===== src/rtl/tmslm_pkg.sv =====
// ----------------------------------------------------------------------------
// tmslm_pkg
// shared types and codes of the three-mode shared lock manager
// ----------------------------------------------------------------------------
`default_nettype none

package tmslm_pkg;

	localparam int WAIT_DEPTH_DEF    = 16;
	localparam int LOCATION_BITS_DEF = 8;
	localparam int TAG_BITS_DEF      = 16;

	typedef enum logic [1:0] {
		MODE_ACQUIRE = 2'd0,
		MODE_RELEASE = 2'd1,
		MODE_FREE    = 2'd2,
		MODE_BAD     = 2'd3
	} mode_t;

	typedef enum logic [1:0] {
		ACC_READ = 2'd0,
		ACC_EW   = 2'd1,
		ACC_ITW  = 2'd2,
		ACC_BAD  = 2'd3
	} acc_t;

	typedef enum logic [1:0] {
		LOCK_NONE = 2'd0,
		LOCK_EW   = 2'd1,
		LOCK_ITW  = 2'd2
	} lock_t;

	typedef enum logic [2:0] {
		ST_GRANTED  = 3'd0,
		ST_PARKED   = 3'd1,
		ST_ACC_ERR  = 3'd2,
		ST_WAITER   = 3'd3,
		ST_RELEASED = 3'd4,
		ST_DESTROY  = 3'd5,
		ST_FREED    = 3'd6,
		ST_FULL     = 3'd7
	} status_t;

	typedef enum logic [2:0] {
		FSM_IDLE,
		FSM_RD,
		FSM_EW,
		FSM_ITW,
		FSM_FLUSH,
		FSM_PACK,
		FSM_DESTROY
	} fsm_t;

endpackage

`default_nettype wire


===== src/rtl/tmslm_wait_mem.sv =====
// ----------------------------------------------------------------------------
// tmslm_wait_mem
// wait store memory, one write port, one read port, registered read data
// ----------------------------------------------------------------------------
`default_nettype none

module tmslm_wait_mem #(
	parameter int WIDTH     = 34,
	parameter int ADDR_BITS = 6
) (
	input  wire logic                 clk,
	input  wire logic                 we,
	input  wire logic [ADDR_BITS-1:0] waddr,
	input  wire logic [WIDTH-1:0]     wdata,
	input  wire logic                 re,
	input  wire logic [ADDR_BITS-1:0] raddr,
	output logic      [WIDTH-1:0]     rdata
);

	logic [WIDTH-1:0] mem_q [2**ADDR_BITS];

	always_ff @(posedge clk) begin
		if (we) begin
			mem_q[waddr] <= wdata;
		end
		if (re) begin
			rdata <= mem_q[raddr];
		end
	end

endmodule

`default_nettype wire


===== src/rtl/three_mode_shared_lock_manager.sv =====
// ----------------------------------------------------------------------------
// three_mode_shared_lock_manager
// reader / exclusive / intra-location writer lock with lifo wait stores
// ----------------------------------------------------------------------------
// channel   ports                                     transaction when
// request   start busy mode access_kind requester_*    start && !busy
//           runtime_access bypass_locking
// result    done status grantee_* user_error last      done
//
// acquire, free request and a non-final release need no walk: the result
// shows the next cycle and busy stays low. a final release with parked
// waiters walks the wait store memory, one read per cycle: all parked readers
// are granted, or one parked exclusive writer, or the parked intra-location
// writers (grant pass, then compaction pass). busy is high while a walk runs.
// reset is asynchronous; the wait stores need no clearing.
// ----------------------------------------------------------------------------
`default_nettype none

module three_mode_shared_lock_manager #(
	parameter int WAIT_DEPTH    = tmslm_pkg::WAIT_DEPTH_DEF,
	parameter int LOCATION_BITS = tmslm_pkg::LOCATION_BITS_DEF,
	parameter int TAG_BITS      = tmslm_pkg::TAG_BITS_DEF
) (
	input  wire logic                     clk,
	input  wire logic                     arst_n,
	input  wire logic                     start,
	output logic                          busy,
	input  wire logic [1:0]               mode,
	input  wire logic [1:0]               access_kind,
	input  wire logic [TAG_BITS-1:0]      requester_id,
	input  wire logic [7:0]               requester_slot,
	input  wire logic [LOCATION_BITS-1:0] requester_location,
	input  wire logic                     runtime_access,
	input  wire logic                     bypass_locking,
	output logic                          done,
	output logic [2:0]                    status,
	output logic [TAG_BITS-1:0]           grantee_id,
	output logic [7:0]                    grantee_slot,
	output logic                          grantee_runtime,
	output logic [1:0]                    grantee_access,
	output logic                          user_error,
	output logic                          last
);

	import tmslm_pkg::*;

	localparam int IDXW = (WAIT_DEPTH > 1) ? $clog2(WAIT_DEPTH) : 1;
	localparam int CW   = $clog2(WAIT_DEPTH + 1);
	localparam int EW   = TAG_BITS + 8 + LOCATION_BITS + 1;
	localparam int AW   = IDXW + 2;

	fsm_t state_q, state_d;

	logic [7:0]               uc_q, uc_d;
	logic [1:0]               lock_q, lock_d;
	logic [LOCATION_BITS-1:0] wloc_q, wloc_d;
	logic                     fp_q, fp_d;
	logic [CW-1:0]            cnt_q [3];
	logic [CW-1:0]            cnt_d [3];

	logic [IDXW-1:0]          ptr_q, ptr_d;
	logic [CW-1:0]            rem_q, rem_d;
	logic [CW-1:0]            j_q, j_d;
	logic                     fst_q, fst_d;
	logic [1:0]               sel_q, sel_d;
	logic [LOCATION_BITS-1:0] eloc_q, eloc_d;
	logic [EW-1:0]            hold_q, hold_d;
	logic                     hold_v_q, hold_v_d;
	logic [TAG_BITS-1:0]      sid_q, sid_d;
	logic [7:0]               sslot_q, sslot_d;
	logic                     srt_q, srt_d;

	logic                     vld_s1, end_s1, first_s1;

	logic                     done_d, uerr_d, last_d;
	logic [2:0]               status_d;
	logic [TAG_BITS-1:0]      gid_d;
	logic [7:0]               gslot_d;
	logic                     grt_d;
	logic [1:0]               gacc_d;

	logic                     we, re;
	logic [AW-1:0]            waddr, raddr;
	logic [EW-1:0]            wdata, rdata;

	logic                     accept, issue, is_walk;
	logic [7:0]               uc_inc;
	logic                     rel_final, go_rd, go_itw, go_ew, go_dst;
	logic [TAG_BITS-1:0]      e_id, h_id;
	logic [7:0]               e_slot, h_slot;
	logic [LOCATION_BITS-1:0] e_loc;
	logic                     e_rt, h_rt, e_match;
	logic                     park;

	tmslm_wait_mem #(
		.WIDTH     (EW),
		.ADDR_BITS (AW)
	) u_mem (
		.clk   (clk),
		.we    (we),
		.waddr (waddr),
		.wdata (wdata),
		.re    (re),
		.raddr (raddr),
		.rdata (rdata)
	);

	assign busy   = (state_q != FSM_IDLE);
	assign accept = start && !busy;
	assign uc_inc = (uc_q == 8'hFF) ? uc_q : uc_q + 8'd1;

	assign e_id   = rdata[EW-1 -: TAG_BITS];
	assign e_slot = rdata[LOCATION_BITS+1 +: 8];
	assign e_loc  = rdata[1 +: LOCATION_BITS];
	assign e_rt   = rdata[0];
	assign h_id   = hold_q[EW-1 -: TAG_BITS];
	assign h_slot = hold_q[LOCATION_BITS+1 +: 8];
	assign h_rt   = hold_q[0];
	assign e_match = first_s1 || (e_loc == eloc_q);

	// final release decisions
	assign rel_final = (mode == MODE_RELEASE) && (uc_q == 8'd1);
	assign go_rd  = rel_final && (lock_q != LOCK_NONE) && (cnt_q[0] != '0);
	assign go_itw = rel_final && !go_rd && (cnt_q[2] != '0);
	assign go_ew  = rel_final && !go_rd && !go_itw && (cnt_q[1] != '0);
	assign go_dst = rel_final && !go_rd && !go_itw && !go_ew && fp_q;

	always_comb begin
		case (access_kind)
			ACC_READ: park = (lock_q != LOCK_NONE);
			ACC_EW:   park = (lock_q != LOCK_NONE) || (uc_q != 8'd0);
			default: begin
				if (lock_q == LOCK_ITW) begin
					park = (requester_location != wloc_q);
				end else begin
					park = (uc_q != 8'd0) || (lock_q == LOCK_EW);
				end
			end
		endcase
	end

	assign is_walk = (state_q == FSM_RD) || (state_q == FSM_EW) ||
			(state_q == FSM_ITW) || (state_q == FSM_PACK);
	assign issue = is_walk && (rem_q != '0);
	assign re    = issue;
	assign raddr = {sel_q, ptr_q};

	// next state
	always_comb begin
		state_d = state_q;
		case (state_q)
			FSM_IDLE: begin
				if (accept) begin
					if (go_rd) begin
						state_d = FSM_RD;
					end else if (go_itw) begin
						state_d = FSM_ITW;
					end else if (go_ew) begin
						state_d = FSM_EW;
					end else if (go_dst) begin
						state_d = FSM_DESTROY;
					end
				end
			end
			FSM_RD: begin
				if (vld_s1 && end_s1) state_d = FSM_IDLE;
			end
			FSM_EW: begin
				if (vld_s1) state_d = FSM_IDLE;
			end
			FSM_ITW: begin
				if (vld_s1 && end_s1) state_d = FSM_FLUSH;
			end
			FSM_FLUSH:   state_d = FSM_PACK;
			FSM_PACK: begin
				if (vld_s1 && end_s1) state_d = FSM_IDLE;
			end
			FSM_DESTROY: state_d = FSM_IDLE;
			default:     state_d = FSM_IDLE;
		endcase
	end

	// datapath and outputs
	always_comb begin
		uc_d     = uc_q;
		lock_d   = lock_q;
		wloc_d   = wloc_q;
		fp_d     = fp_q;
		cnt_d    = cnt_q;
		ptr_d    = ptr_q;
		rem_d    = rem_q;
		j_d      = j_q;
		fst_d    = fst_q;
		sel_d    = sel_q;
		eloc_d   = eloc_q;
		hold_d   = hold_q;
		hold_v_d = hold_v_q;
		sid_d    = sid_q;
		sslot_d  = sslot_q;
		srt_d    = srt_q;
		done_d   = 1'b0;
		status_d = ST_GRANTED;
		gid_d    = requester_id;
		gslot_d  = requester_slot;
		grt_d    = runtime_access;
		gacc_d   = ACC_READ;
		uerr_d   = 1'b0;
		last_d   = 1'b1;
		we       = 1'b0;
		waddr    = {access_kind, ptr_q};
		wdata    = {requester_id, requester_slot, requester_location, runtime_access};

		if (issue) begin
			ptr_d = (state_q == FSM_PACK) ? ptr_q + IDXW'(1) : ptr_q - IDXW'(1);
			rem_d = rem_q - CW'(1);
			fst_d = 1'b0;
		end

		case (state_q)
			FSM_IDLE: begin
				if (accept) begin
					done_d  = 1'b1;
					sid_d   = requester_id;
					sslot_d = requester_slot;
					srt_d   = runtime_access;
					case (mode)
						MODE_ACQUIRE: begin
							gacc_d = access_kind;
							if ((fp_q && uc_q == 8'd0) || access_kind == ACC_BAD) begin
								status_d = ST_ACC_ERR;
							end else if (bypass_locking) begin
								status_d = ST_GRANTED;
							end else if (park) begin
								if (cnt_q[access_kind] >= CW'(WAIT_DEPTH)) begin
									status_d = ST_FULL;
								end else begin
									we    = 1'b1;
									waddr = {access_kind, cnt_q[access_kind][IDXW-1:0]};
									cnt_d[access_kind] = cnt_q[access_kind] + CW'(1);
									status_d = ST_PARKED;
								end
							end else if (uc_q == 8'hFF) begin
								status_d = ST_ACC_ERR;
							end else begin
								if (access_kind == ACC_EW) lock_d = LOCK_EW;
								if (access_kind == ACC_ITW && uc_q == 8'd0) begin
									lock_d = LOCK_ITW;
									wloc_d = requester_location;
								end
								uc_d = uc_q + 8'd1;
								status_d = ST_GRANTED;
							end
						end
						MODE_RELEASE: begin
							status_d = ST_RELEASED;
							if (uc_q == 8'd0) begin
								uerr_d = 1'b1;
							end else begin
								uc_d = uc_q - 8'd1;
								if (rel_final && lock_q != LOCK_NONE) begin
									lock_d = LOCK_NONE;
									wloc_d = '1;
								end
								last_d = !(go_rd || go_itw || go_ew || go_dst);
								if (go_rd) begin
									sel_d = ACC_READ;
									ptr_d = IDXW'(cnt_q[0] - CW'(1));
									rem_d = cnt_q[0];
								end else if (go_itw) begin
									sel_d    = ACC_ITW;
									ptr_d    = IDXW'(cnt_q[2] - CW'(1));
									rem_d    = cnt_q[2];
									fst_d    = 1'b1;
									hold_v_d = 1'b0;
								end else if (go_ew) begin
									sel_d = ACC_EW;
									ptr_d = IDXW'(cnt_q[1] - CW'(1));
									rem_d = CW'(1);
								end
							end
						end
						MODE_FREE: begin
							if (fp_q) begin
								status_d = ST_FREED;
							end else begin
								fp_d = 1'b1;
								status_d = (uc_q == 8'd0) ? ST_DESTROY : ST_GRANTED;
							end
						end
						default: status_d = ST_ACC_ERR;
					endcase
				end
			end
			FSM_RD: begin
				if (vld_s1) begin
					done_d = 1'b1; status_d = ST_WAITER;
					gid_d = e_id; gslot_d = e_slot; grt_d = e_rt; gacc_d = ACC_READ;
					last_d = end_s1;
					uc_d = uc_inc;
					if (end_s1) cnt_d[0] = '0;
				end
			end
			FSM_EW: begin
				if (vld_s1) begin
					done_d = 1'b1; status_d = ST_WAITER;
					gid_d = e_id; gslot_d = e_slot; grt_d = e_rt; gacc_d = ACC_EW;
					uc_d = uc_inc;
					lock_d = LOCK_EW;
					cnt_d[1] = cnt_q[1] - CW'(1);
				end
			end
			FSM_ITW: begin
				if (vld_s1) begin
					if (first_s1) begin
						eloc_d = e_loc;
						wloc_d = e_loc;
						lock_d = LOCK_ITW;
					end
					if (e_match) begin
						if (hold_v_q) begin
							done_d = 1'b1; status_d = ST_WAITER;
							gid_d = h_id; gslot_d = h_slot; grt_d = h_rt; gacc_d = ACC_ITW;
							last_d = 1'b0;
							uc_d = uc_inc;
						end
						hold_d   = rdata;
						hold_v_d = 1'b1;
					end
				end
			end
			FSM_FLUSH: begin
				done_d = 1'b1; status_d = ST_WAITER;
				gid_d = h_id; gslot_d = h_slot; grt_d = h_rt; gacc_d = ACC_ITW;
				uc_d  = uc_inc;
				ptr_d = '0;
				rem_d = cnt_q[2];
				j_d   = '0;
			end
			FSM_PACK: begin
				if (vld_s1) begin
					if (e_loc != eloc_q) begin
						we    = 1'b1;
						waddr = {ACC_ITW, j_q[IDXW-1:0]};
						wdata = rdata;
						j_d   = j_q + CW'(1);
					end
					if (end_s1) cnt_d[2] = j_d;
				end
			end
			FSM_DESTROY: begin
				done_d = 1'b1; status_d = ST_DESTROY;
				gid_d = sid_q; gslot_d = sslot_q; grt_d = srt_q;
			end
			default: ;
		endcase
	end

	always_ff @(posedge clk or negedge arst_n) begin
		if (!arst_n) begin
			state_q  <= FSM_IDLE;
			uc_q     <= '0;
			lock_q   <= LOCK_NONE;
			wloc_q   <= '1;
			fp_q     <= 1'b0;
			cnt_q    <= '{default: '0};
			rem_q    <= '0;
			hold_v_q <= 1'b0;
			vld_s1   <= 1'b0;
			done     <= 1'b0;
		end else begin
			state_q  <= state_d;
			uc_q     <= uc_d;
			lock_q   <= lock_d;
			wloc_q   <= wloc_d;
			fp_q     <= fp_d;
			cnt_q    <= cnt_d;
			rem_q    <= rem_d;
			hold_v_q <= hold_v_d;
			vld_s1   <= issue;
			done     <= done_d;
		end
	end

	always_ff @(posedge clk) begin
		ptr_q           <= ptr_d;
		j_q             <= j_d;
		fst_q           <= fst_d;
		sel_q           <= sel_d;
		eloc_q          <= eloc_d;
		hold_q          <= hold_d;
		sid_q           <= sid_d;
		sslot_q         <= sslot_d;
		srt_q           <= srt_d;
		end_s1          <= (rem_q == CW'(1));
		first_s1        <= fst_q;
		status          <= status_d;
		grantee_id      <= gid_d;
		grantee_slot    <= gslot_d;
		grantee_runtime <= grt_d;
		grantee_access  <= gacc_d;
		user_error      <= uerr_d;
		last            <= last_d;
	end

	// every accepted transaction gives a result in the next cycle
	a_accept_result: assert property (@(posedge clk) disable iff (!arst_n)
		start && !busy |=> done)
		else $error("accepted transaction without result");

	// a non-final result only while the manager is still busy
	a_more_busy: assert property (@(posedge clk) disable iff (!arst_n)
		done && !last |-> busy)
		else $error("non-final result while idle");

	// wait counts never pass the store depth
	a_cnt_bound: assert property (@(posedge clk) disable iff (!arst_n)
		cnt_q[0] <= CW'(WAIT_DEPTH) && cnt_q[1] <= CW'(WAIT_DEPTH) &&
		cnt_q[2] <= CW'(WAIT_DEPTH))
		else $error("wait count overflow");

	// read data only comes back during a walk
	a_rd_walk: assert property (@(posedge clk) disable iff (!arst_n)
		vld_s1 |-> (state_q == FSM_RD || state_q == FSM_EW ||
			state_q == FSM_ITW || state_q == FSM_PACK))
		else $error("stray read data");

endmodule

`default_nettype wire

===== config.mk =====
export PLATFORM = sky130hd
export DESIGN_NAME = three_mode_shared_lock_manager
export DESIGN_NICKNAME = d
export VERILOG_FILES = /design/src/rtl/tmslm_pkg.sv /design/src/rtl/tmslm_wait_mem.sv /design/src/rtl/three_mode_shared_lock_manager.sv
export SDC_FILE = /design/constraint.sdc
export NUM_CORES = 2
export LEC_CHECK = 0
export BUFFER_PORTS_ARGS = -buffer_cell sky130_fd_sc_hd__clkbuf_2
export CAP_MARGIN = 20
export CORE_ASPECT_RATIO = 1.4
export CORE_MARGIN = 5
export CORE_UTILIZATION = 40
export DETAILED_ROUTE_END_ITERATION = 10
export HOLD_SLACK_MARGIN = 0.08
export PLACE_DENSITY_LB_ADDON = 0.3
export SYNTH_ARGS = -nofsm -noshare
export SYNTH_HDL_FRONTEND = slang
export SYNTH_SLANG_ARGS = --single-unit

===== constraint.sdc =====
create_clock -name clk -period 5.1 [get_ports clk]
set_input_delay 1.275 -clock clk [delete_from_list [all_inputs] [get_ports clk]]
set_output_delay 1.275 -clock clk [all_outputs]
set_load 0.02 [all_outputs]

==> impl_metrics.tcl <==
set metrics [dict create \
    rsz0062_at_grt "no" \
    crit_fanout 15 \
    cap_violations 0 \
    ys_ff_latch 2294 \
    maxSlewHeadroom_pct 22.42 \
    grt_pass1_vias 43690 \
    tightest_slew_ns 1.164 \
    r2r-end "u_mem.mem_q[43][1]$_DFFE_PP_" \
    clkTransAtPathRegs_ns 0.06 \
    grt_use_total_pct 19.25 \
    ys_types 77 \
    cts.path.max_buffers 4 \
    syn_inst 3920 \
    vias 42400 \
    antenna_found_initial 10 \
    fmax_mhz 241.0 \
    hold_class "register to register" \
    rows 205 \
    reg2regPathDepth 11 \
    setup_violations 0 \
    fin_crit_sh_pct 81.35 \
    r2r_start "uc_q[0]$_DFFE_PN0P_" \
    syn-mean-instance-area_um2 22.74 \
    ir_worst_vdd_v 0.0003566 \
    path_buf_inv 3 \
    grt_pass1_wl_um 321700 \
    powerDensity_nw_per_um2 548.1 \
    synthFlopType "edfxtp_1" \
    path_delay_family "simple AND/OR/NAND/NOR gates" \
    cts.repair.resized 0 \
    place.gp.congestion 0.8798 \
    insertion_delay_ns 0.87 \
    ctsHoldBuffers 0 \
    numCtsBuffers 216 \
    critPathArrivalTime_ns 4.66 \
    p_leak_nw 33.78 \
    hold-path-endpoint "first_s1$_DFF_P_" \
    grt_max_degree 75 \
    required_ns 5.61 \
    crit_type "register to register" \
    crit_top_cell "buf_4" \
    drt-wirelength-per-cell_um 28.76 \
    final.min_clock_period_ns 4.149 \
    yosys_warnings 0 \
    finClkSkew_ns 0.04978 \
    remaining_drc_errors 0 \
    max_stage_delay_ns 0.55 \
    fin_setup_tns_ns 0 \
    path_cells "inv_1 -> ha_1 -> and3_1 -> a221oi_2 -> nor4b_4 -> and2_1 -> mux2i_1 -> nand3_2 -> buf_4 -> nor2_4 -> buf_4" \
    ios 75 \
    netlist_area_um2 89150 \
    grt_overflow 0 \
    area_delta_synth_final_pct 16.47 \
    die_height_um 568.6 \
    start_util_pct 40.09 \
    viasPerCell 5.418 \
    busiest_layer "met2" \
    core_um2 222400 \
    yosysSeqAreaShare_pct 76.59 \
    r2r_setup_slack_ns 0.95 \
    async_flop_share_pct 1.962 \
    finalNetCount 4817 \
    cts_tree "done" \
    drv_slew 0 \
    status "finished clean" \
    finalHoldViolCount 0 \
    holdPathStages 0 \
    use_met3_pct 2.618 \
    drt_iter0_drc 4462 \
    numPortBuffers 74 \
    crit_slowest_cell "mux2i_1" \
    use_met2_pct 34.51 \
    die_x_um 409.0 \
    synthTopCellsByArea "edfxtp_1, mux4_2, dfrtp_1" \
    drive_gt1_share_pct 28.66 \
    hold_start "fst_q$_DFF_P_" \
    worstSetupEndpointType "register" \
    ant_nets 0 \
    synth_top_area_share_pct 74.44 \
    dr.pass1.iters 5 \
    h-tree-depth 4 \
    yosys.area.top_type "edfxtp_1" \
    die_area_um2 232500 \
    dp_hpwl_um 149400 \
    synth_edf_count 2210 \
    cts_root_buf "clkbuf_16" \
    hold_ws_ns 0.3345 \
    cts_setup_buffers 0 \
    clock-sinks 2294 \
    start_kind "register" \
    grt_util_met1_pct 23.25 \
    wl_um 225100 \
]
## cells in the mapped netlist (3+ instances only)
master	n
a221oi_1	26
nand3_2	8
or2_2	3
a21oi_1	38
dfxtp_1	39
nand3_1	21
nor3_1	18
mux2_2	50
nor4_1	5
a211oi_1	3
nand2_1	98
buf_2	46
nor3b_1	3
nand4_1	6
a21o_1	8
edfxtp_1	2210
a221o_1	19
inv_1	23
mux2i_1	24
a222oi_1	3
a311oi_1	3
o31ai_1	8
dfstp_2	8
nor2b_1	5
clkbuf_1	119
a31oi_1	7
and3_1	5
nand2b_1	11
dfrtp_1	37
xnor2_1	30
and2_1	8
or3_1	10
a22oi_1	8
xor2_1	10
o22ai_1	5
o21ai_0	69
mux4_2	679
nor2_1	143
ha_1	15
buf_1	35
o21a_1	9
## flip-flops by register name, indices dropped and copies added, names as in the netlist, 2 cells and up
register,count
rem_q,5
sel_q,2
state_q,3
grantee_access,2
hold_q,25
j_q,5
sslot_q,8
ptr_q,4
u_mem.mem_q,2112
grantee_slot,8
uc_q,8
grantee_id,16
sid_q,16
status,3
wloc_q,8
u_mem.rdata,33
lock_q,2
cnt_q,15
eloc_q,8
## per-layer routing
| layer | share of wire (%) | up-vias |
|---|---|---|
| met5 | 0 | - |
| met4 | 5.0 | 0 |
| met3 | 5.8 | 378 |
| met2 | 53 | 1556 |
| met1 | 36 | 22610 |
| li1 | - | 17850 |
## cell type report
type / count / area, um2
Antenna cell: 7 / 17.52
Clock buffer: 261 / 5669
Timing Repair Buffer: 298 / 2690
Tap cell: 2898 / 3626
Fill cell: 18280 / 118600
Sequential cell: 2294 / 68300
Inverter: 24 / 90.09
Multi-Input combinational cell: 1926 / 22360
Clock inverter: 117 / 1079
## kinds of logic after synthesis
kind of cell,count (synthesis),synth area share (%)
simple gates,352,1.826
buf+inv,227,1.037
flops,2294,76.59
other cells,1,0.004207
xor+xnor,40,0.3930
fa+ha+maj,16,0.2330
compound gates,236,1.841
mux,754,18.07
## cell usage in the layout, fill, tap and decap left out, drive strengths merged, types with 6 or more instances in the layout
cell and count:
a21o 8, a21oi 39, a221o 20, a221oi 28, a22oi 8, a31oi 7, and2 8, buf 224
bufinv 19, clkbuf 335, clkinv 89, clkinvlp 8, conb 528, dfrtp 37, dfstp 8, dfxtp 39
diode 7, edfxtp 2210, ha 15, inv 25, mux2 51, mux2i 24, mux4 679, nand2 98
nand2b 11, nand3 29, nand4 6, nor2 144, nor3 20, o21a 9, o21ai 71, o31ai 8
or3 10, xnor2 30, xor2 10
## worst max-delay path by stage
stage,startpoint,end,slack [ns],cells past startpoint
2_1_floorplan,access_kind[0],u_mem.mem_q[29][0]$_DFFE_PP_,0.13,9
3_3_place_gp,access_kind[0],u_mem.mem_q[29][28]$_DFFE_PP_,0.42,10
3_5_place_dp,access_kind[0],u_mem.mem_q[31][32]$_DFFE_PP_,0.34,10
4_1_cts,uc_q[0]$_DFFE_PN0P_,u_mem.mem_q[31][25]$_DFFE_PP_,0.99,11
5_1_grt,uc_q[0]$_DFFE_PN0P_,u_mem.mem_q[31][18]$_DFFE_PP_,0.79,11
6_report,uc_q[0]$_DFFE_PN0P_,u_mem.mem_q[43][1]$_DFFE_PP_,0.95,11
## metrics by stage
stage,cell area (um2),utilization [%],cells,worst slack [ns],power (W)
finish,103800,46.69,7825,0.9509,0.05691
global route,103800,46.68,7821,0.7881,0.05898
CTS,103800,46.67,7817,0.9864,0.05767
detailed placement,97040,43.64,7439,0.3440,0.04208
global placement,97040,43.64,7439,0.4179,0.04189
floorplan,91120,-,4447,0.1260,0.03445
## power breakdown
part           internal (W)  switching, W
logic               0.00732       0.00997
clock network       0.00883       0.00679
registers            0.0230      0.000990
total                0.0392        0.0177
(Power assumes the default switching activity.)
